--- config.mk ---
export PLATFORM = sky130hd
export DESIGN_NAME = sorted_priority_queue_core_flat
export DESIGN_NICKNAME = d
export VERILOG_FILES = /design/src/sv/spq_pkg.sv /design/src/sv/spq_if.sv /design/src/sv/spq_cfg.sv /design/src/sv/spq_cell.sv /design/src/sv/sorted_priority_queue_core.sv /design/src/flat_wrapper.sv
export SDC_FILE = /design/constraint.sdc
export NUM_CORES = 2
export LEC_CHECK = 0
export ABC_AREA = 1
export BUFFER_PORTS_ARGS = -buffer_cell sky130_fd_sc_hd__buf_2
export CORE_MARGIN = 2
export CORE_UTILIZATION = 40
export DETAILED_ROUTE_END_ITERATION = 7
export PLACE_DENSITY = 0.55
export SLEW_MARGIN = 20
export SYNTH_ARGS = -nofsm -noshare
export SYNTH_HDL_FRONTEND = slang
export SYNTH_SLANG_ARGS = --single-unit
--- constraint.sdc ---
create_clock -name clk -period 16.5 [get_ports clk]
set_input_delay 3.3 -clock clk [delete_from_list [all_inputs] [get_ports clk]]
set_output_delay 3.3 -clock clk [all_outputs]
set_load 0.02 [all_outputs]
--- src/sv/spq_pkg.sv ---
// Shared types and codes for the sorted priority queue.
// No dependencies; imported by the cell, configuration and top-level modules.
package spq_pkg;

  // Operation codes carried in the mode field of an input transaction.
  localparam logic MODE_PUSH = 1'b0;
  localparam logic MODE_POP  = 1'b1;

  // Result status codes.
  localparam logic [1:0] ST_OK    = 2'd0;
  localparam logic [1:0] ST_FULL  = 2'd1;
  localparam logic [1:0] ST_EMPTY = 2'd2;

  // Configuration register map.
  localparam int unsigned CFG_ADDR_WIDTH = 1;
  localparam logic [CFG_ADDR_WIDTH-1:0] REG_LARGEST_FIRST = 1'b0;
  localparam logic largest_first_RESET = 1'b1;

  // Per-cycle command broadcast to every cell of the chain.
  typedef struct packed {
    logic push;          // insert the new entry at its ordered place
    logic pop;           // shift every entry one place toward the head
    logic largest_first; // ordering of the head
  } spq_ctl_t;

endpackage

--- src/sv/spq_if.sv ---
// Valid/ready channel interfaces for the input and result transactions.
// Depends on nothing; widths are set by the instantiating level.
interface spq_in_if #(
  parameter int KEY_WIDTH     = 16,
  parameter int PAYLOAD_WIDTH = 32
);
  logic                     valid;
  logic                     ready;
  logic                     mode;
  logic [KEY_WIDTH-1:0]     key;
  logic [PAYLOAD_WIDTH-1:0] payload;

  modport source (output valid, mode, key, payload, input ready);
  modport sink   (input valid, mode, key, payload, output ready);
endinterface

interface spq_out_if #(
  parameter int KEY_WIDTH     = 16,
  parameter int PAYLOAD_WIDTH = 32,
  parameter int COUNT_WIDTH   = 5
);
  logic                     valid;
  logic                     ready;
  logic [KEY_WIDTH-1:0]     head_key;
  logic [PAYLOAD_WIDTH-1:0] head_payload;
  logic                     is_empty;
  logic [COUNT_WIDTH-1:0]   entry_count;
  logic [1:0]               status;

  modport source (output valid, head_key, head_payload, is_empty, entry_count, status,
                  input ready);
  modport sink   (input valid, head_key, head_payload, is_empty, entry_count, status,
                  output ready);
endinterface

--- src/sv/spq_cfg.sv ---
// APB-style configuration register block holding the head ordering bit.
// Depends on spq_pkg for the register map.
module spq_cfg (
  input  logic                                clk,
  input  logic                                rst_n,
  input  logic                                cfg_psel,
  input  logic                                cfg_penable,
  input  logic                                cfg_pwrite,
  input  logic [spq_pkg::CFG_ADDR_WIDTH-1:0]  cfg_paddr,
  input  logic [31:0]                         cfg_pwdata,
  output logic [31:0]                         cfg_prdata,
  output logic                                cfg_pready,
  output logic                                largest_first
);
  import spq_pkg::*;

  logic largest_first_r;
  logic largest_first_nxt;
  logic wr_hit;

  // A write completes in the access phase; pready is always high.
  assign cfg_pready = 1'b1;
  assign wr_hit     = cfg_psel && cfg_penable && cfg_pwrite &&
                      (cfg_paddr == REG_LARGEST_FIRST);

  always_comb begin
    largest_first_nxt = largest_first_r;
    if (wr_hit) begin
      largest_first_nxt = cfg_pwdata[0];
    end
  end

  always_ff @(posedge clk) begin
    if (!rst_n) begin
      largest_first_r <= largest_first_RESET;
    end else begin
      largest_first_r <= largest_first_nxt;
    end
  end

  // Read decode.
  always_comb begin
    unique case (cfg_paddr)
      REG_LARGEST_FIRST: cfg_prdata = {31'd0, largest_first_r};
      default:           cfg_prdata = 32'd0;
    endcase
  end

  assign largest_first = largest_first_r;
endmodule

--- src/sv/spq_cell.sv ---
// One cell of the sorted chain: holds a key/payload entry, compares it with a
// pushed key and takes its own, its left or right neighbor's, or the new entry.
// Depends on spq_pkg for the command struct.
module spq_cell #(
  parameter int KEY_WIDTH     = 16,
  parameter int PAYLOAD_WIDTH = 32
) (
  input  logic                     clk,
  input  spq_pkg::spq_ctl_t        ctl,
  input  logic                     occupied,
  input  logic [KEY_WIDTH-1:0]     new_key,
  input  logic [PAYLOAD_WIDTH-1:0] new_payload,
  input  logic [KEY_WIDTH-1:0]     left_key,
  input  logic [PAYLOAD_WIDTH-1:0] left_payload,
  input  logic [KEY_WIDTH-1:0]     right_key,
  input  logic [PAYLOAD_WIDTH-1:0] right_payload,
  input  logic                     shift_in,
  output logic                     shift_out,
  output logic [KEY_WIDTH-1:0]     key_o,
  output logic [PAYLOAD_WIDTH-1:0] payload_o,
  output logic [KEY_WIDTH-1:0]     key_nxt_o,
  output logic [PAYLOAD_WIDTH-1:0] payload_nxt_o
);
  import spq_pkg::*;

  logic [KEY_WIDTH-1:0]     key_r;
  logic [KEY_WIDTH-1:0]     key_nxt;
  logic [PAYLOAD_WIDTH-1:0] payload_r;
  logic [PAYLOAD_WIDTH-1:0] payload_nxt;
  logic                     new_ahead;
  logic                     ins_here;

  // The new entry lands here when this cell is free or the new key ranks
  // strictly ahead of the held one; equal keys keep the older entry first.
  assign new_ahead = ctl.largest_first ? (new_key > key_r) : (new_key < key_r);
  assign ins_here  = !occupied || new_ahead;
  assign shift_out = shift_in || ins_here;

  always_comb begin
    key_nxt     = key_r;
    payload_nxt = payload_r;
    if (ctl.push) begin
      if (shift_in) begin
        key_nxt     = left_key;
        payload_nxt = left_payload;
      end else if (ins_here) begin
        key_nxt     = new_key;
        payload_nxt = new_payload;
      end
    end else if (ctl.pop) begin
      key_nxt     = right_key;
      payload_nxt = right_payload;
    end
  end

  always_ff @(posedge clk) begin
    key_r     <= key_nxt;
    payload_r <= payload_nxt;
  end

  assign key_o         = key_r;
  assign payload_o     = payload_r;
  assign key_nxt_o     = key_nxt;
  assign payload_nxt_o = payload_nxt;
endmodule

--- src/sv/sorted_priority_queue_core.sv ---
// Sorted priority queue: usage notes.
// Input channel in_ch carries one operation per transaction: mode 0 pushes
// key/payload, mode 1 pops the head entry. Result channel out_ch returns one
// transaction per input: the head entry after the operation (zero when the
// queue is empty), the empty flag, the entry count and a status code
// (ok, push dropped because full, pop while empty).
// Entries live in a chain of DEPTH cells; every cell compares and shifts in
// the same cycle, so one operation is accepted per clock while results are
// taken. The result appears in the output register the cycle after acceptance.
// The output register parts the two sides: a new operation is accepted
// while the result is taken in the same cycle; if the receiver stalls, the
// held result stays and input is refused until it is taken.
// The cfg_ APB port writes largest_first (1: largest key at head); write it
// only while idle. Entries already held keep their order on a change.
// Synchronous active-low reset empties the queue, drops any pending result
// and sets largest_first to 1. Depends on spq_pkg, spq_if, spq_cfg, spq_cell.
module sorted_priority_queue_core #(
  parameter int DEPTH         = 16,
  parameter int KEY_WIDTH     = 16,
  parameter int PAYLOAD_WIDTH = 32
) (
  input  logic                               clk,
  input  logic                               rst_n,
  spq_in_if.sink                             in_ch,
  spq_out_if.source                          out_ch,
  input  logic                               cfg_psel,
  input  logic                               cfg_penable,
  input  logic                               cfg_pwrite,
  input  logic [spq_pkg::CFG_ADDR_WIDTH-1:0] cfg_paddr,
  input  logic [31:0]                        cfg_pwdata,
  output logic [31:0]                        cfg_prdata,
  output logic                               cfg_pready
);
  import spq_pkg::*;

  localparam int CW = $clog2(DEPTH + 1);

  logic                     largest_first;
  logic                     in_fire;
  logic                     q_full;
  logic                     q_empty;
  spq_ctl_t                 ctl;
  logic [1:0]               status_nxt;
  logic [CW-1:0]            count_r;
  logic [CW-1:0]            count_nxt;

  logic [KEY_WIDTH-1:0]     cell_key     [DEPTH];
  logic [PAYLOAD_WIDTH-1:0] cell_payload [DEPTH];
  logic [KEY_WIDTH-1:0]     cell_key_nxt [DEPTH];
  logic [PAYLOAD_WIDTH-1:0] cell_pay_nxt [DEPTH];
  logic [DEPTH:0]           shift_chain;

  logic                     out_valid_r;
  logic [KEY_WIDTH-1:0]     head_key_r;
  logic [PAYLOAD_WIDTH-1:0] head_payload_r;
  logic                     is_empty_r;
  logic [CW-1:0]            entry_count_r;
  logic [1:0]               status_r;

  // Configuration registers.
  spq_cfg u_cfg (
    .clk           (clk),
    .rst_n         (rst_n),
    .cfg_psel      (cfg_psel),
    .cfg_penable   (cfg_penable),
    .cfg_pwrite    (cfg_pwrite),
    .cfg_paddr     (cfg_paddr),
    .cfg_pwdata    (cfg_pwdata),
    .cfg_prdata    (cfg_prdata),
    .cfg_pready    (cfg_pready),
    .largest_first (largest_first)
  );

  // Accept while the output register is free or being emptied.
  assign in_ch.ready = !out_valid_r || out_ch.ready;
  assign in_fire     = in_ch.valid && in_ch.ready;
  assign q_full      = (count_r == CW'(DEPTH));
  assign q_empty     = (count_r == '0);

  // Command to the cell chain; dropped operations leave the cells unchanged.
  always_comb begin
    ctl.largest_first = largest_first;
    ctl.push          = in_fire && (in_ch.mode == MODE_PUSH) && !q_full;
    ctl.pop           = in_fire && (in_ch.mode == MODE_POP) && !q_empty;
  end

  // Occupancy and status.
  always_comb begin
    count_nxt  = count_r;
    status_nxt = ST_OK;
    if (in_ch.mode == MODE_PUSH) begin
      if (q_full) begin
        status_nxt = ST_FULL;
      end
    end else if (q_empty) begin
      status_nxt = ST_EMPTY;
    end
    if (ctl.push) begin
      count_nxt = count_r + 1'b1;
    end else if (ctl.pop) begin
      count_nxt = count_r - 1'b1;
    end
  end

  always_ff @(posedge clk) begin
    if (!rst_n) begin
      count_r <= '0;
    end else begin
      count_r <= count_nxt;
    end
  end

  // Chain of cells, head at index 0.
  assign shift_chain[0] = 1'b0;

  for (genvar i = 0; i < DEPTH; i++) begin : g_cell
    logic                     occ;
    logic [KEY_WIDTH-1:0]     lk;
    logic [PAYLOAD_WIDTH-1:0] lp;
    logic [KEY_WIDTH-1:0]     rk;
    logic [PAYLOAD_WIDTH-1:0] rp;

    assign occ = (count_r > CW'(i));

    if (i == 0) begin : g_first
      assign lk = in_ch.key;
      assign lp = in_ch.payload;
    end else begin : g_left
      assign lk = cell_key[i-1];
      assign lp = cell_payload[i-1];
    end

    if (i == DEPTH - 1) begin : g_last
      assign rk = cell_key[i];
      assign rp = cell_payload[i];
    end else begin : g_right
      assign rk = cell_key[i+1];
      assign rp = cell_payload[i+1];
    end

    spq_cell #(
      .KEY_WIDTH     (KEY_WIDTH),
      .PAYLOAD_WIDTH (PAYLOAD_WIDTH)
    ) u_cell (
      .clk           (clk),
      .ctl           (ctl),
      .occupied      (occ),
      .new_key       (in_ch.key),
      .new_payload   (in_ch.payload),
      .left_key      (lk),
      .left_payload  (lp),
      .right_key     (rk),
      .right_payload (rp),
      .shift_in      (shift_chain[i]),
      .shift_out     (shift_chain[i+1]),
      .key_o         (cell_key[i]),
      .payload_o     (cell_payload[i]),
      .key_nxt_o     (cell_key_nxt[i]),
      .payload_nxt_o (cell_pay_nxt[i])
    );
  end

  // Result register: valid bit with reset, payload without.
  always_ff @(posedge clk) begin
    if (!rst_n) begin
      out_valid_r <= 1'b0;
    end else if (in_fire) begin
      out_valid_r <= 1'b1;
    end else if (out_ch.ready) begin
      out_valid_r <= 1'b0;
    end
  end

  always_ff @(posedge clk) begin
    if (in_fire) begin
      head_key_r     <= (count_nxt == '0) ? '0 : cell_key_nxt[0];
      head_payload_r <= (count_nxt == '0) ? '0 : cell_pay_nxt[0];
      is_empty_r     <= (count_nxt == '0);
      entry_count_r  <= count_nxt;
      status_r       <= status_nxt;
    end
  end

  assign out_ch.valid        = out_valid_r;
  assign out_ch.head_key     = head_key_r;
  assign out_ch.head_payload = head_payload_r;
  assign out_ch.is_empty     = is_empty_r;
  assign out_ch.entry_count  = entry_count_r;
  assign out_ch.status       = status_r;
endmodule

--- src/flat_wrapper.sv ---
// flat-port wrapper written by rule: the top's interface ports become plain ports
module sorted_priority_queue_core_flat import spq_pkg::*;
#(
  parameter int DEPTH         = 16,
  parameter int KEY_WIDTH     = 16,
  parameter int PAYLOAD_WIDTH = 32
)
  (clk, rst_n, cfg_psel, cfg_penable, cfg_pwrite, cfg_paddr, cfg_pwdata, cfg_prdata, cfg_pready, in_ch_valid, in_ch_mode, in_ch_key, in_ch_payload, in_ch_ready, out_ch_valid, out_ch_head_key, out_ch_head_payload, out_ch_is_empty, out_ch_entry_count, out_ch_status, out_ch_ready);
  spq_in_if #(.KEY_WIDTH(KEY_WIDTH), .PAYLOAD_WIDTH(PAYLOAD_WIDTH)) in_ch_i ();
  spq_out_if #(.KEY_WIDTH(KEY_WIDTH), .PAYLOAD_WIDTH(PAYLOAD_WIDTH), .COUNT_WIDTH((5))) out_ch_i ();
  input  logic clk;
  input  logic rst_n;
  input  logic cfg_psel;
  input  logic cfg_penable;
  input  logic cfg_pwrite;
  input  logic [spq_pkg::CFG_ADDR_WIDTH-1:0] cfg_paddr;
  input  logic [31:0] cfg_pwdata;
  output logic [31:0] cfg_prdata;
  output logic cfg_pready;
  input wire logic [$bits(in_ch_i.valid)-1:0] in_ch_valid;
  input wire logic [$bits(in_ch_i.mode)-1:0] in_ch_mode;
  input wire logic [$bits(in_ch_i.key)-1:0] in_ch_key;
  input wire logic [$bits(in_ch_i.payload)-1:0] in_ch_payload;
  output wire logic [$bits(in_ch_i.ready)-1:0] in_ch_ready;
  output wire logic [$bits(out_ch_i.valid)-1:0] out_ch_valid;
  output wire logic [$bits(out_ch_i.head_key)-1:0] out_ch_head_key;
  output wire logic [$bits(out_ch_i.head_payload)-1:0] out_ch_head_payload;
  output wire logic [$bits(out_ch_i.is_empty)-1:0] out_ch_is_empty;
  output wire logic [$bits(out_ch_i.entry_count)-1:0] out_ch_entry_count;
  output wire logic [$bits(out_ch_i.status)-1:0] out_ch_status;
  input wire logic [$bits(out_ch_i.ready)-1:0] out_ch_ready;
  assign in_ch_i.valid = in_ch_valid;
  assign in_ch_i.mode = in_ch_mode;
  assign in_ch_i.key = in_ch_key;
  assign in_ch_i.payload = in_ch_payload;
  assign in_ch_ready = in_ch_i.ready;
  assign out_ch_valid = out_ch_i.valid;
  assign out_ch_head_key = out_ch_i.head_key;
  assign out_ch_head_payload = out_ch_i.head_payload;
  assign out_ch_is_empty = out_ch_i.is_empty;
  assign out_ch_entry_count = out_ch_i.entry_count;
  assign out_ch_status = out_ch_i.status;
  assign out_ch_i.ready = out_ch_ready;
  sorted_priority_queue_core #(.DEPTH(DEPTH), .KEY_WIDTH(KEY_WIDTH), .PAYLOAD_WIDTH(PAYLOAD_WIDTH)) u_core (.clk(clk), .rst_n(rst_n), .in_ch(in_ch_i), .out_ch(out_ch_i), .cfg_psel(cfg_psel), .cfg_penable(cfg_penable), .cfg_pwrite(cfg_pwrite), .cfg_paddr(cfg_paddr), .cfg_pwdata(cfg_pwdata), .cfg_prdata(cfg_prdata), .cfg_pready(cfg_pready));
endmodule
==> impl_metrics.ini <==
[sta]
relSlewSlack_pct = 26.7
final_max_slew_viol_count = 0
final_hold_viol_count = 0
fin_skew_ns = 0.0321
tns_ns = 0
tightest_slew_ns = 1.10
timing.final.crit_share_pct = 69.0
fin_crit_ns = 11.39
fmax_mhz = 87.8
finalSetupViolations = 0
grt_setup_unrepaired = no

[drt]
drt_iter0_markers = 4037
drcViolationCount = 0
dr_total_vias = 38600
dr.pass1.iters = 5
vias_per_cell = 5.49
routed_wl_um = 146000
postRouteAntennaNets = 0
wl_per_cell_um = 20.8

[global_route]
grt_pass1_wl_um = 220000
grt_overflow_total = 0
antenna_found_initial = 16
grt_pass1_vias = 35800
gr-usage-all-layers_pct = 23.4
grt_start_max_net_pins = 227

[finish]
drive_above_1_share_pct = 6.99
syn2layout_area_growth_pct = 10.5
utilization_pct = 44.6
nFillCells = 11700
finalNetCount = 5763

[critical_path]
cp_slowest_cell = nor2_4
crit_arrival_ns = 11.74
critPathBufInv = 5
reg2reg_depth = 20
critPathMaxFanout = 53
cp-end-kind = flip-flop
crit_type = primary input to flip-flop
crit_top_cell = nand2_1
r2r_slack_ns = 7.90
max_stage_delay_ns = 0.94
critPathTopFamily = simple AND/OR/NAND/NOR gates
reg2reg_from = u_core.g_cell[0].u_cell.key_o[11]
r2r-end = u_core.g_cell[14].u_cell.key_o[12]
crit_path_start_kind = primary input
cp.required_ns = 16.86

[cts]
cts_tree = built
postCtsHoldBufs = 0
clockRootBuffer = clkbuf_16
clk_latency_ns = 0.69
cts_made_buffers = 96
cts.path.max_buffers = 3
clk_pin_slew_worst_paths_ns = 0.06
post_cts_buffers = 0
cts_max_level = 3
cts-resized-gates = 0
cts.sinks = 831

[pwr]
vdd_ir_drop_max_mv = 0.0921
power_density_nw_per_um2 = 126
totalPowerFinal_mw = 6.66
p_leak_nw = 22.0

[yosys]
synth_area_leader_cell = edfxtp_1
syn-cell-area_sq_um = 47700
yosysSeqAreaShare_pct = 51.1
ys.warnings.count = 0
synth_area_leaders = edfxtp_1, o21ai_0, a21oi_1
ys_top_cells_by_count = o21ai_0, a21oi_1, edfxtp_1, inv_1, nand2_1
async_reset_ff_share_pct = 0
synthFlopType = edfxtp_1
synth_top_area_share_pct = 48.8
yosysMostFrequentCell = o21ai_0
ys_ff_latch = 831
synth_edf_count = 776
ys_types = 46
avgSynthCellArea_sq_um = 8.64
syn_inst = 5524

[floorplanning]
start_util_pct = 40.4
floorplan.rows = 126
die_area_sq_um = 122000
fp.dieH_um = 349
io_pins = 180
core_sq_um = 118000
die_w_um = 349

[place]
dp_hpwl_um = 93800
placement.io_buffers = 116
place_congestion = 0.835

[worst_hold_path]
min_to = u_core.out_ch.valid
hp-start = u_core.out_ch.valid
hold_path_class = flip-flop to flip-flop
hold_depth = 2

[run]
maxCapViolCount = 0

[status]
outcome = finished, final reports clean
## routing by layer
layer | up-vias | GRT usage [%] | wire length [um]
li1 | 18800 | - | -
met1 | 18200 | 34.2 | 67200
met2 | 1423 | 35.7 | 63600
met3 | 192 | 4.07 | 11900
met4 | 6 | 6.19 | 3350
met5 | - | 0 | 35
## worst reg2reg max path: stages (launching register included)
cell     delay (ns)
dfxtp_1        0.35
inv_1          0.07
ha_1           0.31
a21oi_1        0.16
nand2_1        0.12
a21oi_1        0.30
nand2_1        0.09
nand2_1        0.10
nand3_4        0.08
nor2_2         0.48
nand4_4        0.61
nor2_4         0.23
buf_4          0.61
nand4_4        0.69
nor2_2         0.45
nand3_4        0.43
nor2_4         0.95
nand3_4        0.81
nand2_1        0.43
nand2_2        0.48
buf_4          0.51
## metrics by stage
step,cell area [sq um],worst slack (ns),hold slack (ns),std cells
after floorplan,47800,7.19,0.466,5554
final,52700,5.11,0.501,7035
after global placement,49400,4.40,0.487,6848
after global routing,52700,4.35,0.530,7031
after detailed placement,49400,4.40,0.491,6849
after CTS,52700,5.11,0.504,7029
## cell type report
type | instances | area [sq um] | share of cell area, %
multi-input combinational | 3525 | 19000 | 36.1
timing repair buffer | 184 | 1200 | 2.27
clock inverter | 47 | 515 | 0.977
inverter | 775 | 2920 | 5.54
tap | 1536 | 1920 | 3.64
sequential | 831 | 24400 | 46.3
clock buffer | 133 | 2730 | 5.18
antenna | 4 | 10.0 | 0.0190
## power breakdown
part           switching, mW  total (mW)  internal (mW)
Sequential             0.122        2.90           2.78
Combinational           1.12        1.53          0.413
Clock                  0.920        2.22           1.30
## cell families after synthesis
kind of cell	after synthesis	share of synthesized area (%)
buffers and inverters	1198	9.76
AOI/OAI and AO/OA	2125	22.7
xor gates and xnor gates	3	0.0551
and+or+nand+nor	1104	9.55
other	2	0.0157
adders and majority gates	261	6.84
DFF	831	51.1
## registers in the layout, indices dropped and copies added (netlist names)
signal,flops
u_core.g_cell.u_cell.payload_o,512
u_core.g_cell.u_cell.key_o,256
u_core.out_ch.head_payload,32
u_core.out_ch.head_key,16
u_core.count_r,5
u_core.out_ch.entry_count,5
u_core.out_ch.status,2
u_core.out_ch.is_empty,1
u_core.out_ch.valid,1
u_core.u_cfg.largest_first,1
## layout by cell type, fill, tap and decap left out, drive strengths merged, types with 3 or more instances in the layout
cell type / n
xor2: 3
dfxtp: 55
o21a: 9
nor3: 26
clkbuf: 133
inv: 775
o21ai: 1235
diode: 4
clkinv: 35
edfxtp: 776
buf: 184
a21o: 3
o21bai: 4
nor2: 174
nand3: 189
a211oi: 6
o31ai: 3
a21oi: 802
ha: 261
a2111oi: 3
o22ai: 38
nand4: 24
conb: 32
a31oi: 6
bufinv: 9
clkinvlp: 3
o211ai: 8
nand2: 687
## how the worst max path moves through the flow
stage                       startpoint                                     end  slack, ns  cells after the start
final                     in_ch_key[0]      u_core.g_cell[14].u_cell.key_o[12]       5.11                     26
after global routing      in_ch_key[0]      u_core.g_cell[14].u_cell.key_o[12]       4.35                     26
after CTS                 in_ch_key[0]      u_core.g_cell[14].u_cell.key_o[12]       5.11                     26
after detailed placement  in_ch_key[0]      u_core.g_cell[14].u_cell.key_o[10]       4.40                     26
after global placement    in_ch_key[0]  u_core.g_cell[14].u_cell.payload_o[30]       4.40                     26
after floorplan           in_ch_key[0]       u_core.g_cell[12].u_cell.key_o[0]       7.19                     22
No activity file was read; power rests on OpenSTA's default activity.
